## config.mk

```make
export PLATFORM = sky130hd
export DESIGN_NAME = imu_frame_parser_relative_angles_flat
export DESIGN_NICKNAME = d
export VERILOG_FILES = /design/src/design/ifp_pkg.sv /design/src/design/ifp_if.sv /design/src/design/ifp_cordic.sv /design/src/design/imu_frame_parser_relative_angles.sv /design/src/flat_wrapper.sv
export SDC_FILE = /design/constraint.sdc
export NUM_CORES = 1
export LEC_CHECK = 0
export BUFFER_PORTS_ARGS = -buffer_cell sky130_fd_sc_hd__buf_2
export CELL_PAD_IN_SITES_DETAIL_PLACEMENT = 1
export CELL_PAD_IN_SITES_GLOBAL_PLACEMENT = 2
export CORE_MARGIN = 2
export CORE_UTILIZATION = 44
export CTS_CLUSTER_SIZE = 20
export DETAILED_ROUTE_END_ITERATION = 7
export PLACE_DENSITY = 0.84
export SLEW_MARGIN = 30
export SYNTH_ARGS = -nofsm -noshare
export SYNTH_HDL_FRONTEND = slang
export SYNTH_SLANG_ARGS = --single-unit
```

## constraint.sdc

```tcl
create_clock -name clk -period 20.9 [get_ports clk]
set_input_delay 4.18 -clock clk [delete_from_list [all_inputs] [get_ports clk]]
set_output_delay 4.18 -clock clk [all_outputs]
set_load 0.01 [all_outputs]
```

## src/design/ifp_pkg.sv

```systemverilog
// ----------------------------------------------------------------------------
// ifp_pkg
// Shared codes, types and the arctangent table for the IMU frame parser.
// ----------------------------------------------------------------------------
package ifp_pkg;

	localparam logic [7:0] SYNC_BYTE = 8'h55;
	localparam logic [7:0] ID_ANGLE  = 8'h53;
	localparam logic [7:0] ID_MAG    = 8'h54;
	localparam logic [15:0] DELAY_RESET = 16'd5000;

	localparam logic OP_BYTE = 1'b0;
	localparam logic OP_TICK = 1'b1;

	// Width of the CORDIC x/y datapath: 16-bit word scaled by 2^16 plus gain headroom.
	localparam int CW = 35;

	typedef struct packed {
		logic busy;
		logic done;
	} cordic_stat_t;

	// atan(2^-i) in units of 2^-32 turn.
	function automatic logic [31:0] atan_turn(input logic [4:0] i);
		logic [31:0] r;
		case (i)
			5'd0:  r = 32'd536870912;
			5'd1:  r = 32'd316933406;
			5'd2:  r = 32'd167458907;
			5'd3:  r = 32'd85004756;
			5'd4:  r = 32'd42667331;
			5'd5:  r = 32'd21354465;
			5'd6:  r = 32'd10680862;
			5'd7:  r = 32'd5340245;
			5'd8:  r = 32'd2670163;
			5'd9:  r = 32'd1335087;
			5'd10: r = 32'd667544;
			5'd11: r = 32'd333772;
			5'd12: r = 32'd166886;
			5'd13: r = 32'd83443;
			5'd14: r = 32'd41721;
			5'd15: r = 32'd20860;
			5'd16: r = 32'd10430;
			5'd17: r = 32'd5215;
			5'd18: r = 32'd2607;
			5'd19: r = 32'd1303;
			5'd20: r = 32'd651;
			5'd21: r = 32'd325;
			5'd22: r = 32'd162;
			5'd23: r = 32'd81;
			default: r = 32'd0;
		endcase
		return r;
	endfunction

endpackage

```

## src/design/ifp_if.sv

```systemverilog
// ----------------------------------------------------------------------------
// ifp_in_if / ifp_out_if
// Valid/ready channels for input items and result items.
// ----------------------------------------------------------------------------
interface ifp_in_if;
	logic       valid;
	logic       ready;
	logic       op;
	logic [7:0] data_byte;
	modport source (output valid, output op, output data_byte, input ready);
	modport sink (input valid, input op, input data_byte, output ready);
endinterface

interface ifp_out_if;
	logic               valid;
	logic               ready;
	logic signed [16:0] roll_rel;
	logic signed [16:0] pitch_rel;
	logic [15:0]        yaw_sensor_rel;
	logic [15:0]        yaw_mag_rel;
	modport source (output valid, output roll_rel, output pitch_rel,
		output yaw_sensor_rel, output yaw_mag_rel, input ready);
	modport sink (input valid, input roll_rel, input pitch_rel,
		input yaw_sensor_rel, input yaw_mag_rel, output ready);
endinterface

```

## src/design/ifp_cordic.sv

```systemverilog
// ----------------------------------------------------------------------------
// ifp_cordic
// Iterative vectoring CORDIC, one micro-rotation per cycle, binary-angle out.
// ----------------------------------------------------------------------------
module ifp_cordic #(
	parameter int CORDIC_STEPS = 16
) (
	input  logic                clk,
	input  logic                arst_n,
	input  logic                start,
	input  logic signed [15:0]  mx,
	input  logic signed [15:0]  my,
	output ifp_pkg::cordic_stat_t stat,
	output logic [15:0]         heading
);
	localparam int IW = (CORDIC_STEPS > 1) ? $clog2(CORDIC_STEPS) : 1;
	localparam int CW = ifp_pkg::CW;

	logic                 busy_q;
	logic                 done_q;
	logic [IW-1:0]        step_q;
	logic signed [CW-1:0] x_q;
	logic signed [CW-1:0] y_q;
	logic [31:0]          acc_q;
	logic signed [CW-1:0] x0;
	logic signed [CW-1:0] y0;
	logic signed [CW-1:0] xs;
	logic signed [CW-1:0] ys;
	logic [31:0]          acc_rnd;

	assign x0 = {{(CW-32){mx[15]}}, mx, 16'h0000};
	assign y0 = {{(CW-32){my[15]}}, my, 16'h0000};
	assign xs = x_q >>> step_q;
	assign ys = y_q >>> step_q;
	assign acc_rnd = acc_q + 32'd32768;
	assign heading = acc_rnd[31:16];
	assign stat.busy = busy_q;
	assign stat.done = done_q;

	always_ff @(posedge clk or negedge arst_n) begin
		if (!arst_n) begin
			busy_q <= 1'b0;
			done_q <= 1'b0;
			step_q <= '0;
		end else begin
			done_q <= 1'b0;
			if (start) begin
				busy_q <= 1'b1;
				step_q <= '0;
			end else if (busy_q) begin
				if (step_q == IW'(CORDIC_STEPS - 1)) begin
					busy_q <= 1'b0;
					done_q <= 1'b1;
				end else begin
					step_q <= step_q + 1'b1;
				end
			end
		end
	end

	always_ff @(posedge clk) begin
		if (start) begin
			// pre-rotate the left half plane by half a turn
			if (mx[15]) begin
				x_q   <= -x0;
				y_q   <= -y0;
				acc_q <= 32'h8000_0000;
			end else begin
				x_q   <= x0;
				y_q   <= y0;
				acc_q <= 32'h0;
			end
		end else if (busy_q) begin
			if (y_q > 0) begin
				x_q   <= x_q + ys;
				y_q   <= y_q - xs;
				acc_q <= acc_q + ifp_pkg::atan_turn(5'(step_q));
			end else if (y_q < 0) begin
				x_q   <= x_q - ys;
				y_q   <= y_q + xs;
				acc_q <= acc_q - ifp_pkg::atan_turn(5'(step_q));
			end
		end
	end

	a_done_after_busy: assert property (@(posedge clk) disable iff (!arst_n)
		done_q |-> !busy_q) else $error("done while busy");
	a_done_pulse: assert property (@(posedge clk) disable iff (!arst_n)
		done_q |=> !done_q) else $error("done held");
	a_start_idle: assert property (@(posedge clk) disable iff (!arst_n)
		start |-> !busy_q) else $error("start while busy");

endmodule

```

## src/design/imu_frame_parser_relative_angles.sv

```systemverilog
// ----------------------------------------------------------------------------
// imu_frame_parser_relative_angles
// Frames sensor packets and reports angles relative to a latched zero.
// ----------------------------------------------------------------------------
// Each input item is either a received serial byte or a millisecond tick. The
// last byte of a packet is followed by a decode cycle in which the packet is
// decoded; an angle packet, once the calibration delay has elapsed, then drops
// its result into the output register, which holds it until taken (the decode
// cycle waits only if that register is still full). A magnetometer packet
// runs the iterative CORDIC, one micro-rotation per cycle, and the block
// accepts nothing until the CORDIC is done and its heading is stored.
// Angles are binary-angle units; yaw values wrap modulo one turn.
// ----------------------------------------------------------------------------
module imu_frame_parser_relative_angles #(
	parameter int FRAME_LEN    = 11,
	parameter int CORDIC_STEPS = 16
) (
	input  logic        clk,
	input  logic        arst_n,
	input  logic        cfg_we,
	input  logic [15:0] cfg_wdata,
	ifp_in_if.sink      din,
	ifp_out_if.source   dout
);
	logic [15:0]  delay_q;
	logic         in_frame_q;
	logic [3:0]   cnt_q;
	logic [7:0]   store_q [7];
	logic [15:0]  ticks_q;
	logic         calib_q;
	logic [15:0]  mag_q;
	logic [15:0]  off_q [4];
	logic         fin_q;
	logic         out_valid_q;
	logic signed [16:0] roll_q;
	logic signed [16:0] pitch_q;
	logic [15:0]  yaw_s_q;
	logic [15:0]  yaw_m_q;

	logic         accept;
	logic [4:0]   cnt_nxt;
	logic [15:0]  w0, w1, w2;
	logic         calib_now;
	logic         cordic_start;
	ifp_pkg::cordic_stat_t cstat;
	logic [15:0]  heading;
	logic [15:0]  o0, o1, o2, o3;
	logic         out_free;
	logic         out_load;

	ifp_cordic #(.CORDIC_STEPS(CORDIC_STEPS)) u_cordic (
		.clk(clk), .arst_n(arst_n), .start(cordic_start),
		.mx(w0), .my(w1), .stat(cstat), .heading(heading)
	);

	// hold input while a packet is decoded or the heading is in flight
	assign din.ready = !fin_q && !cstat.busy && !cstat.done;
	assign accept = din.valid && din.ready;
	assign cnt_nxt = {1'b0, cnt_q} + 5'd1;

	assign w0 = {store_q[2], store_q[1]};
	assign w1 = {store_q[4], store_q[3]};
	assign w2 = {store_q[6], store_q[5]};
	assign calib_now = calib_q || (ticks_q >= delay_q);
	assign cordic_start = fin_q && (store_q[0] == ifp_pkg::ID_MAG);
	assign out_free = !out_valid_q || dout.ready;
	// load a result into the output register this cycle
	assign out_load = fin_q && (store_q[0] == ifp_pkg::ID_ANGLE) && calib_now && out_free;

	// first calibrating packet sees its own values as offsets
	assign o0 = calib_q ? off_q[0] : w0;
	assign o1 = calib_q ? off_q[1] : w1;
	assign o2 = calib_q ? off_q[2] : w2;
	assign o3 = calib_q ? off_q[3] : mag_q;

	assign dout.valid          = out_valid_q;
	assign dout.roll_rel       = roll_q;
	assign dout.pitch_rel      = pitch_q;
	assign dout.yaw_sensor_rel = yaw_s_q;
	assign dout.yaw_mag_rel    = yaw_m_q;

	always_ff @(posedge clk or negedge arst_n) begin
		if (!arst_n) begin
			delay_q     <= ifp_pkg::DELAY_RESET;
			in_frame_q  <= 1'b0;
			cnt_q       <= '0;
			ticks_q     <= '0;
			calib_q     <= 1'b0;
			mag_q       <= '0;
			off_q       <= '{default: '0};
			fin_q       <= 1'b0;
			out_valid_q <= 1'b0;
		end else begin
			if (cfg_we) begin
				delay_q <= cfg_wdata;
			end
			if (out_valid_q && dout.ready && !out_load) begin
				out_valid_q <= 1'b0;
			end
			if (cstat.done) begin
				mag_q <= heading;
			end
			if (accept && din.op == ifp_pkg::OP_TICK) begin
				// saturate, never wrap
				if (ticks_q != 16'hFFFF) begin
					ticks_q <= ticks_q + 16'd1;
				end
			end else if (accept) begin
				if (!in_frame_q) begin
					if (din.data_byte == ifp_pkg::SYNC_BYTE) begin
						in_frame_q <= 1'b1;
						cnt_q      <= 4'd1;
					end
				end else if (cnt_nxt >= 5'(FRAME_LEN)) begin
					in_frame_q <= 1'b0;
					cnt_q      <= '0;
					fin_q      <= 1'b1;
				end else begin
					cnt_q <= cnt_nxt[3:0];
				end
			end
			if (fin_q) begin
				if (store_q[0] == ifp_pkg::ID_ANGLE && calib_now) begin
					// wait for the output register to drain
					if (out_free) begin
						fin_q       <= 1'b0;
						out_valid_q <= 1'b1;
						if (!calib_q) begin
							calib_q  <= 1'b1;
							off_q[0] <= w0;
							off_q[1] <= w1;
							off_q[2] <= w2;
							off_q[3] <= mag_q;
						end
					end
				end else begin
					fin_q <= 1'b0;
				end
			end
		end
	end

	// payload registers
	always_ff @(posedge clk) begin
		if (accept && din.op == ifp_pkg::OP_BYTE && in_frame_q
				&& !cnt_q[3] && cnt_q != 4'd0) begin
			store_q[cnt_q[2:0] - 3'd1] <= din.data_byte;
		end
		if (out_load) begin
			roll_q  <= $signed({w0[15], w0}) - $signed({o0[15], o0});
			pitch_q <= $signed({w1[15], w1}) - $signed({o1[15], o1});
			yaw_s_q <= w2 - o2;
			yaw_m_q <= mag_q - o3;
		end
	end

	a_no_accept_busy: assert property (@(posedge clk) disable iff (!arst_n)
		(cstat.busy || fin_q) |-> !din.ready) else $error("accept during decode");
	a_calib_sticky: assert property (@(posedge clk) disable iff (!arst_n)
		calib_q |=> calib_q) else $error("calibration lost");
	a_result_calib: assert property (@(posedge clk) disable iff (!arst_n)
		$rose(out_valid_q) |-> calib_q) else $error("result before calibration");
	a_frame_count: assert property (@(posedge clk) disable iff (!arst_n)
		!in_frame_q |-> cnt_q == 4'd0) else $error("count outside frame");

endmodule
```

## src/flat_wrapper.sv

```systemverilog
// flat-port wrapper written by rule: the top's interface ports become plain ports
module imu_frame_parser_relative_angles_flat 
#(
	parameter int FRAME_LEN    = 11,
	parameter int CORDIC_STEPS = 16
)
  (clk, arst_n, cfg_we, cfg_wdata, din_valid, din_op, din_data_byte, din_ready, dout_valid, dout_roll_rel, dout_pitch_rel, dout_yaw_sensor_rel, dout_yaw_mag_rel, dout_ready);
  ifp_in_if din_i ();
  ifp_out_if dout_i ();
  input  logic clk;
  input  logic arst_n;
  input  logic cfg_we;
  input  logic [15:0] cfg_wdata;
  input wire logic [$bits(din_i.valid)-1:0] din_valid;
  input wire logic [$bits(din_i.op)-1:0] din_op;
  input wire logic [$bits(din_i.data_byte)-1:0] din_data_byte;
  output wire logic [$bits(din_i.ready)-1:0] din_ready;
  output wire logic [$bits(dout_i.valid)-1:0] dout_valid;
  output wire logic [$bits(dout_i.roll_rel)-1:0] dout_roll_rel;
  output wire logic [$bits(dout_i.pitch_rel)-1:0] dout_pitch_rel;
  output wire logic [$bits(dout_i.yaw_sensor_rel)-1:0] dout_yaw_sensor_rel;
  output wire logic [$bits(dout_i.yaw_mag_rel)-1:0] dout_yaw_mag_rel;
  input wire logic [$bits(dout_i.ready)-1:0] dout_ready;
  assign din_i.valid = din_valid;
  assign din_i.op = din_op;
  assign din_i.data_byte = din_data_byte;
  assign din_ready = din_i.ready;
  assign dout_valid = dout_i.valid;
  assign dout_roll_rel = dout_i.roll_rel;
  assign dout_pitch_rel = dout_i.pitch_rel;
  assign dout_yaw_sensor_rel = dout_i.yaw_sensor_rel;
  assign dout_yaw_mag_rel = dout_i.yaw_mag_rel;
  assign dout_i.ready = dout_ready;
  imu_frame_parser_relative_angles #(.FRAME_LEN(FRAME_LEN), .CORDIC_STEPS(CORDIC_STEPS)) u_core (.clk(clk), .arst_n(arst_n), .cfg_we(cfg_we), .cfg_wdata(cfg_wdata), .din(din_i), .dout(dout_i));
endmodule
```

# After elaboration in Yosys (flattened, before gate mapping)
# Memory sizes are Yosys's and may differ from the RTL's.
# Cells that the tools add are included.
# classes
n_addsub	17
magnitude_cmp	4
n_eq_ne	6
n_shift	2
mux	54
bitwise	3
n_reduce_logical	34
# op_table
cell	n
two-way mux 32 bit	12
two-way mux 35 bit	10
adder 35 bit	2
negator 32 -> 35 bit	2
>>> shifter 35 x 4 -> 35 bit	2
subtractor 35 bit	2
two-way mux 16 bit	4
greater-than comparator 35 x 1 -> 1 bit (second input constant)	1
less-than comparator 35 x 1 -> 1 bit (second input constant)	1
subtractor 16 x 16 -> 17 bit	2
adder 32 x 16 -> 32 bit (second input constant)	1
adder 32 bit	1
subtractor 16 bit	2
subtractor 32 bit	1
equality test 8 x 7 -> 1 bit (second input constant)	3
two-way mux 4 bit	6
two-way mux 1 bit	22
adder 16 x 1 -> 16 bit (second input constant)	1
greater-or-equal comparator 16 bit	1
!= test 16 bit (second input constant)	1
logical AND 1 bit	15
AND reduction 2 bit	4
logical NOT 1 bit	6
AND reduction 3 bit	2
other kinds (12)	16
# totals
register_bits	294
ramBits	56
romBits	960
word_cells	145
mem_count	3
# mem_list
name	depth	word_bits	read_ports	rd_ports_with_merged_regs	write_ports	line	rtl
(no name shown)	16	30	1	0	0	ifp_pkg.sv:26	case (i)
(no name shown)	16	30	1	0	0	ifp_pkg.sv:26	
u_core.store_q	7	8	7	0	1	imu_frame_parser_relative_angles.sv:28	logic [7:0] store_q [7];

# Logic depth before layout (Yosys ltp)
# Gate-level depths: netlist of the first run.
# An unclocked memory read counts as a cell.
# logic_depth
ltp_word	11
depth_mapped	32

# By module
# A second synthesis of the first run with hierarchy kept.
# hier_totals
cells_unflattened	3035
hier_area_um2	28878.9
# by_module_without_submodules
mod	n_inst	cells_each	area_each_um2	seq_area_each_um2
ifp_cordic	1	2009	16732.3	3213.1
imu_frame_parser_relative_angles	1	1026	12146.6	6672.6

# Least setup slack after synthesis of the first run
# No wires, ideal clock.
# synth_path
kind	input to register
start	in dout_ready
end	reg u_core.pitch_q[0] (netlist: u_core.dout.pitch_rel[0]) (enable)
t_arrival_ns	8.714
required_time_ns	20.329
setup_slack_ns	11.615
path_stages	2
cell_sequence	nor2b_1 > nor3_1
# synth_between
elab_chain_cells	2
# synth_rtl
item	line	rtl
start: declaration	flat_wrapper.sv:23	input wire logic [$bits(dout_i.ready)-1:0] dout_ready;
logical OR 1 bit	imu_frame_parser_relative_angles.sv:66	assign out_free = !out_valid_q || dout.ready;
logical AND 1 bit	imu_frame_parser_relative_angles.sv:68	assign out_load = fin_q && (store_q[0] == ifp_pkg::ID_ANGLE) && calib_now && out_free;
net u_core.out_load	imu_frame_parser_relative_angles.sv:49	logic out_load;
end signal: assignment	imu_frame_parser_relative_angles.sv:151	pitch_q <= $signed({w1[15], w1}) - $signed({o1[15], o1});
end: declaration	imu_frame_parser_relative_angles.sv:36	logic signed [16:0] pitch_q;
# The timed path passes the listed nets, and every way through them passes these cells.
# A chain may end at the register's enable or synchronous reset.

# Worst setup path after layout of the first run
# layout_path
start	reg u_core.u_cordic.step_q[0]
end	reg u_core.u_cordic.x_q[34], data pin
# layout_between
elab_chain_cells	6
# layout_rtl
item	line	rtl
start: declaration	ifp_cordic.sv:21	logic [IW-1:0] step_q;
start signal: assignment	ifp_cordic.sv:55	step_q <= step_q + 1'b1;
>>> shifter 35 x 4 -> 35 bit (*)	ifp_cordic.sv:34	assign ys = y_q >>> step_q;
subtractor 35 bit	ifp_cordic.sv:79	x_q <= x_q - ys;
two-way mux 35 bit	ifp_cordic.sv:78	end else if (y_q < 0) begin
two-way mux 35 bit (*)	ifp_cordic.sv:74	if (y_q > 0) begin
two-way mux 35 bit (*)	ifp_cordic.sv:73	end else if (busy_q) begin
two-way mux 35 bit (*)	ifp_cordic.sv:62	if (start) begin
end signal: assignment	ifp_cordic.sv:65	x_q <= -x0;
end signal: assignment	ifp_cordic.sv:75	x_q <= x_q + ys;
end signal: assignment	ifp_cordic.sv:79	
end: declaration	ifp_cordic.sv:22	logic signed [CW-1:0] x_q;
# Every way passes the cells marked *; elsewhere a longest branch is shown, timed or not. The select of a mux whose other input is x is not followed.

==> out/qor.yml, run 1 <==
run:
  maximum_capacitance_violations: 0
cells_and_area:
  antenna-diode-count: 0
  area.growth.synth_to_final_pct: 9.31
  fin_util_pct: 48.6
  post_route_cells_drive_above_1_share_pct: 11.0
  final_design_area_no_fill_um2: 30600
  layout.filler_cells: 7203
  finish.net_count: 3264
route:
  drcViolationCount: 0
  total_number_of_vias: 23107
  postRouteAntennaNets: 0
  wl_per_cell_um: 21.7
  routed_wirelength_mm: 84.7
  detail_route.vias_per_cell: 5.91
  drt_first_iter_violations: 1401
  detailedRoute.firstPassIterationCount: 5
grt:
  global_route_wire_length_before_repair_mm: 135
  first_global_vias: 24243
  groute.usage.overall_pct: 25.4
  number_of_antenna_violations_at_the_first_check_in_global_routing: 0
  grt_start_max_net_pins: 79
  global_route.overflow_total: 0
pwr:
  power_density_over_the_cells_nw_per_um2: 50.5
  ir_worst_vdd_mv: 0.0622
  p_leak_nw: 12.4
  design_power_total_mw: 1.55
placed_design:
  port_buffers: 97
  placed_area_um2: 29200
  finalWeightedCongestion: 0.887
  dp.final_hpwl_mm: 63.0
floorplan:
  fp-row-count: 92
  die_width_um: 256
  starting_utilization_of_the_core_area_pct: 44.4
  die_h_um: 256
  die_area_um2: 65600
  io_pins: 98
  coreArea_um2: 63000
yosys:
  synth.yosys.warnings: 0
  synth-seq-area-share_pct: 35.3
  unique_cell_type_count_in_the_yosys_netlist: 83
  synth.ff_latch_count: 350
  syn-num-nets: 3227
  post_syn_area_um2: 28000
  number_of_enable_type_register_cells_in_the_synthesized_netlist: 224
  yosys_most_used_dff: "edfxtp_1"
  syn-mean-instance-area_um2: 9.34
  ys_async_sr_fraction_pct: 36.0
  post_synth_inst_count: 2995
timing:
  worst_hold_slack_ns: 0.490
  slew_headroom_pct: 38.2
  slew_violations: 0
  worst-slew-pin-transition_ns: 0.924
  hold_viol: 0
  achievable-frequency_ghz: 0.130
  period_share_pct: 36.8
  setup_repair_after_global_routing_missed_its_margin: "no"
  final-setup-viol-count: 0
  timing.final.crit_period_ns: 7.68
  skew_ns: 0.0297
  totalNegativeSetupSlack_ns: 0
setup_path:
  cp_num_buf_inv: 1
  crit_path_top_delay_cell: "dfrtp_4"
  critical_path.max_stage_delay_ns: 0.98
  worst-path-max-fanout: 61
  worst_setup_path_end_kind: "register"
  crit_top_cell: "a21o_1"
  critPathRequiredTime_ns: 21.24
  startpoint_type: "register"
  top_family_by_delay_on_critical_path: "compound AO/OA/AOI/OAI gates"
  critPathKind: "register to register"
  arrival_ns: 8.03
outcome:
  outcome: "completed"
cts:
  worstSkewPairLatency_ns: 0.61
  clkTransAtPathRegs_ns: 0.06
  cts.root.buffer_cell: "clkbuf_16"
  tritoncts.num_buffers: 43
  cts_hold_buffers: 0
  cts_tree: "built"
  buffers_inserted_by_post_cts_timing_repair: 0
  cts.sink_count: 350
  clock_path_buffers: 3
  ctsHtreeMaxLevel: 2
  postCtsResizedCells: 0
min_path:
  min-delay-path-class: "register to register"
[worst register-to-register path: cells and delay by family, from the launching register on]
| kind | cells | cell delay (ns) |
|---|---|---|
| adder cells (fa/ha/maj) | 1 | 0.36 |
| multiplexers | 1 | 0.67 |
| XOR/XNOR | 2 | 0.30 |
| buffers and inverters | 1 | 0.74 |
| AND/OR/NAND/NOR | 9 | 1.56 |
| flip-flops | 1 | 0.98 |
| AO/OA/AOI/OAI | 11 | 2.80 |
[cells in the mapped netlist (all sizes together) (7+ instances only)]
library cell	n	share of area, %
nor2	304	4.1
nand2	283	3.8
edfxtp	224	24
o21ai	216	3.9
a21oi	210	3.8
ha	195	8.7
xnor2	160	5.0
dfrtp	121	11
mux2i	118	4.2
inv	109	1.5
xor2	104	3.3
mux2	88	3.5
clkbuf	75	1.0
nor3	71	1.3
a21o	68	1.8
nand3	65	1.2
buf	54	1.1
mux4	51	4.1
and3	43	0.96
nor2b	42	0.94
a31oi	38	0.85
o21a	37	0.99
nand2b	35	0.78
a211oi	22	0.59
o31ai	21	0.56
a21boi	20	0.54
or3	18	0.40
and2	17	0.38
nand4	16	0.36
nor4	16	0.38
o21bai	13	0.35
o22ai	13	0.29
o41ai	10	0.34
or2	10	0.22
fa	7	0.50
o211ai	7	0.19
[cell usage in the layout (no fill, tap or decap), types with 8 or more instances in the layout]
master / instances
xor2_1: 104
a21o_1: 68
and2_1: 16
clkbuf_1: 13
o41ai_1: 9
nor2b_1: 42
nand4_1: 16
o21a_1: 37
or2_2: 8
dfrtp_1: 116
o31ai_1: 21
mux2_1: 26
mux2_2: 62
a21boi_0: 19
clkbuf_16: 44
inv_1: 106
a21oi_1: 210
nor2_1: 303
ha_1: 195
o21ai_1: 12
o21bai_1: 13
o21ai_0: 203
edfxtp_1: 224
a31oi_1: 38
nand3_1: 63
mux2i_1: 118
mux4_2: 51
nor3_1: 67
and3_1: 42
o22ai_1: 13
xnor2_1: 160
a211oi_1: 22
nand2_1: 283
nand2b_1: 35
buf_2: 96
buf_4: 21
nor4_1: 15
or3_1: 18
[report_power, final]
part / internal [mW] / total, mW / leakage [nW] / switching [mW]
combinational: 0.0228 / 0.0545 / 8.24 / 0.0317
clock: 0.415 / 0.740 / 0.656 / 0.324
sequential: 0.742 / 0.751 / 3.53 / 0.00882
[final timing paths]
path	depth (start not counted)	to	slack, ns	start
setup / recovery	25	u_core.u_cordic.x_q[34]$_DFFE_PP_	13.22	u_core.u_cordic.step_q[0]$_DFFE_PN0P_
hold / removal	1	u_core.off_q[27]$_DFFE_PN0P_	0.49	u_core.off_q[27]$_DFFE_PN0P_
setup reg to reg	25	u_core.u_cordic.x_q[34]$_DFFE_PP_	13.22	u_core.u_cordic.step_q[0]$_DFFE_PN0P_
hold reg to reg	1	u_core.off_q[27]$_DFFE_PN0P_	0.49	u_core.off_q[27]$_DFFE_PN0P_
max in group asynchronous	2	u_core.calib_q$_DFFE_PN0P_	16.23	arst_n
min in group asynchronous	1	u_core.off_q[18]$_DFFE_PN0P_	3.54	arst_n
[cell type report]
| cell class | count | area, µm² | area share (%) |
|---|---|---|---|
| Clock buffer | 60 | 1190 | 3.89 |
| Clock inverter | 19 | 179 | 0.585 |
| Inverter | 110 | 413 | 1.35 |
| Multi-Input combinational cell | 2406 | 17100 | 56.1 |
| Sequential cell | 350 | 9900 | 32.4 |
| Tap cell | 846 | 1060 | 3.46 |
| Timing Repair Buffer | 121 | 699 | 2.29 |
[registers in the layout, indices dropped and copies added (netlist names), 4 cells and up]
name / flops
u_core.delay_q: 16
u_core.mag_q: 16
u_core.dout.yaw_mag_rel: 16
u_core.dout.roll_rel: 17
u_core.off_q: 64
u_core.u_cordic.y_q: 35
u_core.cnt_q: 4
u_core.ticks_q: 16
u_core.store_q: 56
u_core.u_cordic.x_q: 35
u_core.u_cordic.step_q: 4
u_core.dout.pitch_rel: 17
u_core.dout.yaw_sensor_rel: 16
u_core.u_cordic.acc_q: 32
[per-stage QoR]
| stage | worst slack, ns | cells |
|---|---|---|
| after floorplan | 11.62 | 2995 |
| after global placement | 13.43 | 3832 |
| after detailed placement | 13.29 | 3832 |
| after CTS | 13.24 | 3911 |
| after global routing | 12.63 | 3912 |
| final | 13.22 | 3912 |
[logic make-up after synthesis]
kind of cell	Yosys count	share of synthesized area [%]
AOI/OAI and AO/OA	734	16.0
xor gates and xnor gates	264	8.26
adders and majority gates	202	9.22
buffers and inverters	239	3.56
DFF	350	35.3
muxes	257	11.9
and+or+nand+nor	949	15.8
[per-layer routing]
| metal | share of wire [%] | GRT usage [%] | up-vias |
|---|---|---|---|
| met5 | 0 | 0 | - |
| met4 | 3.3 | 8.59 | 0 |
| met3 | 3.7 | 2.80 | 136 |
| met2 | 47 | 43.0 | 431 |
| met1 | 46 | 33.8 | 11580 |
| li1 | - | - | 10960 |
Note: power is estimated with default switching activity, not from simulation.
==> run 2: changes to the inputs <==
--- a/config.mk
+++ b/config.mk
@@ -9,10 +9,10 @@
 export CELL_PAD_IN_SITES_DETAIL_PLACEMENT = 1
 export CELL_PAD_IN_SITES_GLOBAL_PLACEMENT = 2
 export CORE_MARGIN = 2
-export CORE_UTILIZATION = 44
+export CORE_UTILIZATION = 41
 export CTS_CLUSTER_SIZE = 20
 export DETAILED_ROUTE_END_ITERATION = 7
-export PLACE_DENSITY = 0.84
+export PLACE_DENSITY = 0.79
 export SLEW_MARGIN = 30
 export SYNTH_ARGS = -nofsm -noshare
 export SYNTH_HDL_FRONTEND = slang
==> constraint.sdc (replaced) <==
create_clock -name clk -period 7.88 [get_ports clk]
set_input_delay 1.576 -clock clk [delete_from_list [all_inputs] [get_ports clk]]
set_output_delay 1.576 -clock clk [all_outputs]
set_load 0.01 [all_outputs]
==> out/qor.yml, run 2 (synthesis gave the netlist of run 1 again) <==
outcome:
  outcome: "completed"
cells_and_area:
  antenna-diode-count: 0
  sequential_cell_area_um2: 9900
  max_flop_register: "u_core.off_q"
  post_route_cells_drive_above_1_share_pct: 11.6
  largest_register_ffs: 64
  finish.net_count: 3270
  multi_input_gate_area_in_the_final_layout_um2: 17200
  area.growth.synth_to_final_pct: 9.75
  layout.cells.most_common: "nor2_1"
  layout.filler_cells: 7676
  mostFrequentLayoutCells: "nor2_1 (302), nand2_1 (283), edfxtp_1 (224)"
cts:
  cts_hold_buffers: 0
  ctsHtreeMaxLevel: 2
  cts.root.buffer_cell: "clkbuf_16"
  cts_tree: "built"
  clkTransAtPathRegs_ns: 0.06
  tritoncts.num_buffers: 43
  worstSkewPairLatency_ns: 0.60
  clock_path_buffers: 3
  postCtsResizedCells: 0
  cts.sink_count: 350
  buffers_inserted_by_post_cts_timing_repair: 0
route:
  drt_first_iter_violations: 1306
  wl_per_cell_um: 21.6
  detail_route.vias_per_cell: 5.84
  postRouteAntennaNets: 0
  total_number_of_vias: 23038
  detailedRoute.firstPassIterationCount: 5
  drcViolationCount: 0
  routed_wirelength_mm: 85.2
floorplan:
  coreArea_um2: 67400
  io_pins: 98
  starting_utilization_of_the_core_area_pct: 41.5
  fp-row-count: 95
  die_h_um: 265
  die_width_um: 265
  die_area_um2: 70400
placed_design:
  finalWeightedCongestion: 0.901
  port_buffers: 97
  dp.final_hpwl_mm: 63.4
setup_path:
  r2r_start: "u_core.u_cordic.step_q[0]$_DFFE_PN0P_"
  critPathKind: "register to register"
  worst_setup_path_end_kind: "register"
  critPathRequiredTime_ns: 8.19
  cp_num_buf_inv: 2
  worst-path-max-fanout: 40
  crit_path_top_delay_cell: "dfrtp_4"
  arrival_ns: 7.21
  crit_chain: "buf_16 > buf_4 > mux4_2 > mux2i_1 > nand2_1 > o32a_1 > nor4_2 > and4_1 > a21oi_1 > xnor2_1 > ha_1 > a21o_1 > a311oi_1 > a21oi_1 > nor2_1 > nor2b_1 > a211oi_1 > o31ai_1 > nor4_1 > nor3_1 > a31oi_1 > xnor2_1 > a21boi_1"
  critical_path.max_stage_delay_ns: 0.67
  top_family_by_delay_on_critical_path: "compound AO/OA/AOI/OAI gates"
  timing.critical_path.from: "u_core.u_cordic.step_q[0]$_DFFE_PN0P_"
  ff2ff_setup_slack_ns: 0.97
  startpoint_type: "register"
grt:
  global_route.overflow_total: 0
  number_of_antenna_violations_at_the_first_check_in_global_routing: 0
  global_route_wire_length_before_repair_mm: 136
  groute.usage.overall_pct: 24.2
  first_global_vias: 24259
  grt_start_max_net_pins: 88
timing:
  hold_viol: 0
  slew_violations: 0
  worst_hold_slack_ns: 0.489
  timing.final.crit_period_ns: 6.91
  achievable-frequency_ghz: 0.145
  period_share_pct: 87.6
  slew_headroom_pct: 37.8
  totalNegativeSetupSlack_ns: 0
  worst-slew-pin-transition_ns: 0.933
  setup_repair_after_global_routing_missed_its_margin: "no"
  final-setup-viol-count: 0
  skew_ns: 0.0288
min_path:
  worstHoldStart: "u_core.off_q[12]$_DFFE_PN0P_"
  min-delay-path-class: "register to register"
pwr:
  ir_worst_vdd_mv: 0.147
  power_density_over_the_cells_nw_per_um2: 134
  p_leak_nw: 12.7
run:
  maximum_capacitance_violations: 0
==> run 2: metrics by stage <==
step	utilization [%]	total power, mW	instances	setup WS, ns	cell area (µm²)
3_5_place_dp	43.4	2.17	3864	0.824	29300
3_3_place_gp	43.4	2.16	3864	0.973	29300
2_1_floorplan	-	2.11	2995	1.04	28000
6_report	45.6	4.12	3946	0.974	30700
5_1_grt	45.6	4.26	3946	0.368	30700
4_1_cts	45.5	4.17	3944	0.759	30700
==> run 2: cell type report <==
cell class              instances  share of cell area, %
clock inverters                31                  0.807
repair buffers                127                   2.48
clock buffers                  49                   3.71
well taps                     873                   3.56
inverters                     110                   1.34
flip-flops and latches        350                   32.2
multi-input cells            2406                   55.9
==> run 2: worst paths after layout <==
kind	depth (start not counted)	end
hold reg to reg	1	u_core.off_q[12]$_DFFE_PN0P_
setup / recovery	23	u_core.u_cordic.y_q[34]$_DFFE_PP_
max in group asynchronous	2	u_core.u_cordic.step_q[2]$_DFFE_PN0P_
min in group asynchronous	1	u_core.ticks_q[8]$_DFFE_PN0P_
hold / removal	1	u_core.off_q[12]$_DFFE_PN0P_
setup reg to reg	23	u_core.u_cordic.y_q[34]$_DFFE_PP_
==> run 2: where the power goes <==
group          switching (mW)  internal (mW)
Clock                   0.891           1.09
Sequential             0.0228           1.97
Combinational          0.0834         0.0597
==> run 2: per-layer routing <==
metal	wire, µm	track usage [%]
met3	3590	3.34
met4	2360	6.89
met5	0	0
met2	39900	40.2
met1	39300	32.8
==> run 3: changes to the inputs <==
--- a/config.mk
+++ b/config.mk
@@ -8,11 +8,14 @@
 export BUFFER_PORTS_ARGS = -buffer_cell sky130_fd_sc_hd__buf_2
 export CELL_PAD_IN_SITES_DETAIL_PLACEMENT = 1
 export CELL_PAD_IN_SITES_GLOBAL_PLACEMENT = 2
+export CORE_ASPECT_RATIO = 0.9
 export CORE_MARGIN = 2
 export CORE_UTILIZATION = 41
 export CTS_CLUSTER_SIZE = 20
 export DETAILED_ROUTE_END_ITERATION = 7
+export HOLD_SLACK_MARGIN = 0.02
 export PLACE_DENSITY = 0.79
+export SKIP_LAST_GASP = 1
 export SLEW_MARGIN = 30
 export SYNTH_ARGS = -nofsm -noshare
 export SYNTH_HDL_FRONTEND = slang
==> out/qor.yml, run 3 (synthesis gave the netlist of run 1 again) <==
outcome:
  outcome: "completed"
pwr:
  ir_worst_vdd_mv: 0.139
  power_density_over_the_cells_nw_per_um2: 137
  p_leak_nw: 12.7
grt:
  groute.usage.overall_pct: 24.0
  first_global_vias: 24173
  grt_start_max_net_pins: 70
  number_of_antenna_violations_at_the_first_check_in_global_routing: 1
  global_route.overflow_total: 0
  global_route_wire_length_before_repair_mm: 136
cts:
  worstSkewPairLatency_ns: 0.59
  cts_tree: "built"
  buffers_inserted_by_post_cts_timing_repair: 0
  clock_path_buffers: 3
  clkTransAtPathRegs_ns: 0.06
  cts_hold_buffers: 0
  cts.root.buffer_cell: "clkbuf_16"
  cts.sink_count: 350
  ctsHtreeMaxLevel: 2
  postCtsResizedCells: 0
  tritoncts.num_buffers: 43
floorplan:
  starting_utilization_of_the_core_area_pct: 41.6
  io_pins: 98
  die_width_um: 279
  die_h_um: 252
  fp-row-count: 90
  die_area_um2: 70400
  coreArea_um2: 67300
setup_path:
  startpoint_type: "register"
  ff2ff_setup_slack_ns: 1.04
  critPathRequiredTime_ns: 8.18
  worst_setup_path_endpoint: "u_core.u_cordic.y_q[33]$_DFFE_PP_"
  ff2ff_path_depth: 21
  worst-path-max-fanout: 54
  timing.critical_path.from: "u_core.u_cordic.step_q[2]$_DFFE_PN0P_"
  r2r_start: "u_core.u_cordic.step_q[2]$_DFFE_PN0P_"
  worst_setup_path_end_kind: "register"
  critPathKind: "register to register"
  arrival_ns: 7.14
  reg2reg_to: "u_core.u_cordic.y_q[33]$_DFFE_PP_"
placed_design:
  place_inst: 3867
  dp.final_hpwl_mm: 63.9
  finalWeightedCongestion: 0.873
  port_buffers: 97
timing:
  setup_repair_after_global_routing_missed_its_margin: "no"
  worst_hold_slack_ns: 0.487
  slew_headroom_pct: 30.2
  totalNegativeSetupSlack_ns: 0
  skew_ns: 0.0215
  timing.final.crit_period_ns: 6.84
  worst-slew-pin-transition_ns: 1.02
  slew_violations: 0
  period_share_pct: 86.9
  achievable-frequency_ghz: 0.146
  hold_viol: 0
  final-setup-viol-count: 0
cells_and_area:
  antenna-diode-count: 0
  finish.cell_count_without_fillers: 3947
  largest_register_ffs: 64
  layout.cells.most_common: "nor2_1"
  fin_util_pct: 45.6
  area.growth.synth_to_final_pct: 9.82
  post_route_cells_drive_above_1_share_pct: 11.4
  mostFrequentLayoutCells: "nor2_1 (303), nand2_1 (283), edfxtp_1 (224)"
  finish.net_count: 3270
  max_flop_register: "u_core.off_q"
  layout.filler_cells: 7674
run:
  maximum_capacitance_violations: 0
route:
  drt_first_iter_violations: 1243
  routed_wirelength_mm: 85.2
  postRouteAntennaNets: 0
  total_number_of_vias: 23155
  wl_per_cell_um: 21.6
  detailedRoute.firstPassIterationCount: 5
  detail_route.vias_per_cell: 5.87
  drcViolationCount: 0
min_path:
  min-delay-path-class: "register to register"
==> run 3: changes by cell type in the layout (fill, tap and decap cells not counted), sizes merged <==
| cell | previous run | this run |
|---|---|---|
| buf | 126 | 127 |
| bufinv | 1 | 3 |
| clkbuf | 50 | 59 |
| clkinv | 24 | 15 |
| clkinvlp | 3 | 0 |
==> run 3: cell type report <==
type	instances	area, µm²	area share [%]
well taps	874	1090	3.56
clock buffers	59	1240	4.03
clock inverters	21	218	0.708
inverters	110	413	1.34
multi-input cells	2406	17100	55.8
flip-flops and latches	350	9900	32.2
repair buffers	127	724	2.36
==> run 3: per-stage QoR <==
stage	instance area [µm²]	setup slack (ns)	total power, mW
6_report	30700	1.04	4.20
5_1_grt	30700	0.495	4.35
4_1_cts	30700	1.10	4.27
3_5_place_dp	29300	1.13	2.18
3_3_place_gp	29300	1.24	2.16
2_1_floorplan	28000	1.04	2.11
==> run 3: layer usage <==
metal / up-vias / track usage [%] / wire length (µm)
li1: 10985 / - / -
met1: 11665 / 33.2 / 40000
met2: 414 / 40.6 / 40700
met3: 91 / 2.70 / 3040
met4: 0 / 5.26 / 1420
met5: - / 0 / 0
==> run 3: worst min-delay path by stage <==
| stage | startpoint | endpoint | cells after the start |
|---|---|---|---|
| 6_report | u_core.off_q[3]$_DFFE_PN0P_ | u_core.off_q[3]$_DFFE_PN0P_ | 1 |
| 5_1_grt | u_core.off_q[23]$_DFFE_PN0P_ | u_core.off_q[23]$_DFFE_PN0P_ | 1 |
| 4_1_cts | u_core.off_q[26]$_DFFE_PN0P_ | u_core.off_q[26]$_DFFE_PN0P_ | 1 |
| 3_3_place_gp | u_core.off_q[56]$_DFFE_PN0P_ | u_core.off_q[56]$_DFFE_PN0P_ | 1 |
| 2_1_floorplan | u_core.off_q[56]$_DFFE_PN0P_ | u_core.off_q[56]$_DFFE_PN0P_ | 1 |
| 3_5_place_dp | u_core.off_q[23]$_DFFE_PN0P_ | u_core.off_q[23]$_DFFE_PN0P_ | 1 |
==> run 3: power breakdown <==
part / leakage, nW / switching (mW) / internal [mW]
clock: 0.723 / 0.854 / 1.21
sequential: 3.62 / 0.0237 / 1.97
combinational: 8.36 / 0.0841 / 0.0605
total: 12.7 / 0.962 / 3.24
==> run 3: worst max-delay path, stage by stage, from the launching register on <==
cell and delay, ns:
dfrtp_4 0.88, buf_4 0.52, mux2i_1 0.36, mux2i_1 0.24, mux4_2 0.59, nor4b_4 0.41
nand2_1 0.15, nor4b_4 0.37, a31oi_1 0.16, xnor2_1 0.16, ha_1 0.44, nand4_1 0.15
nor2_1 0.17, nand3_1 0.12, nor3_1 0.19, o21ai_0 0.13, and2_1 0.22, nand2b_1 0.22
o311ai_0 0.59, o41ai_1 0.15, xor2_1 0.16, a21oi_1 0.08
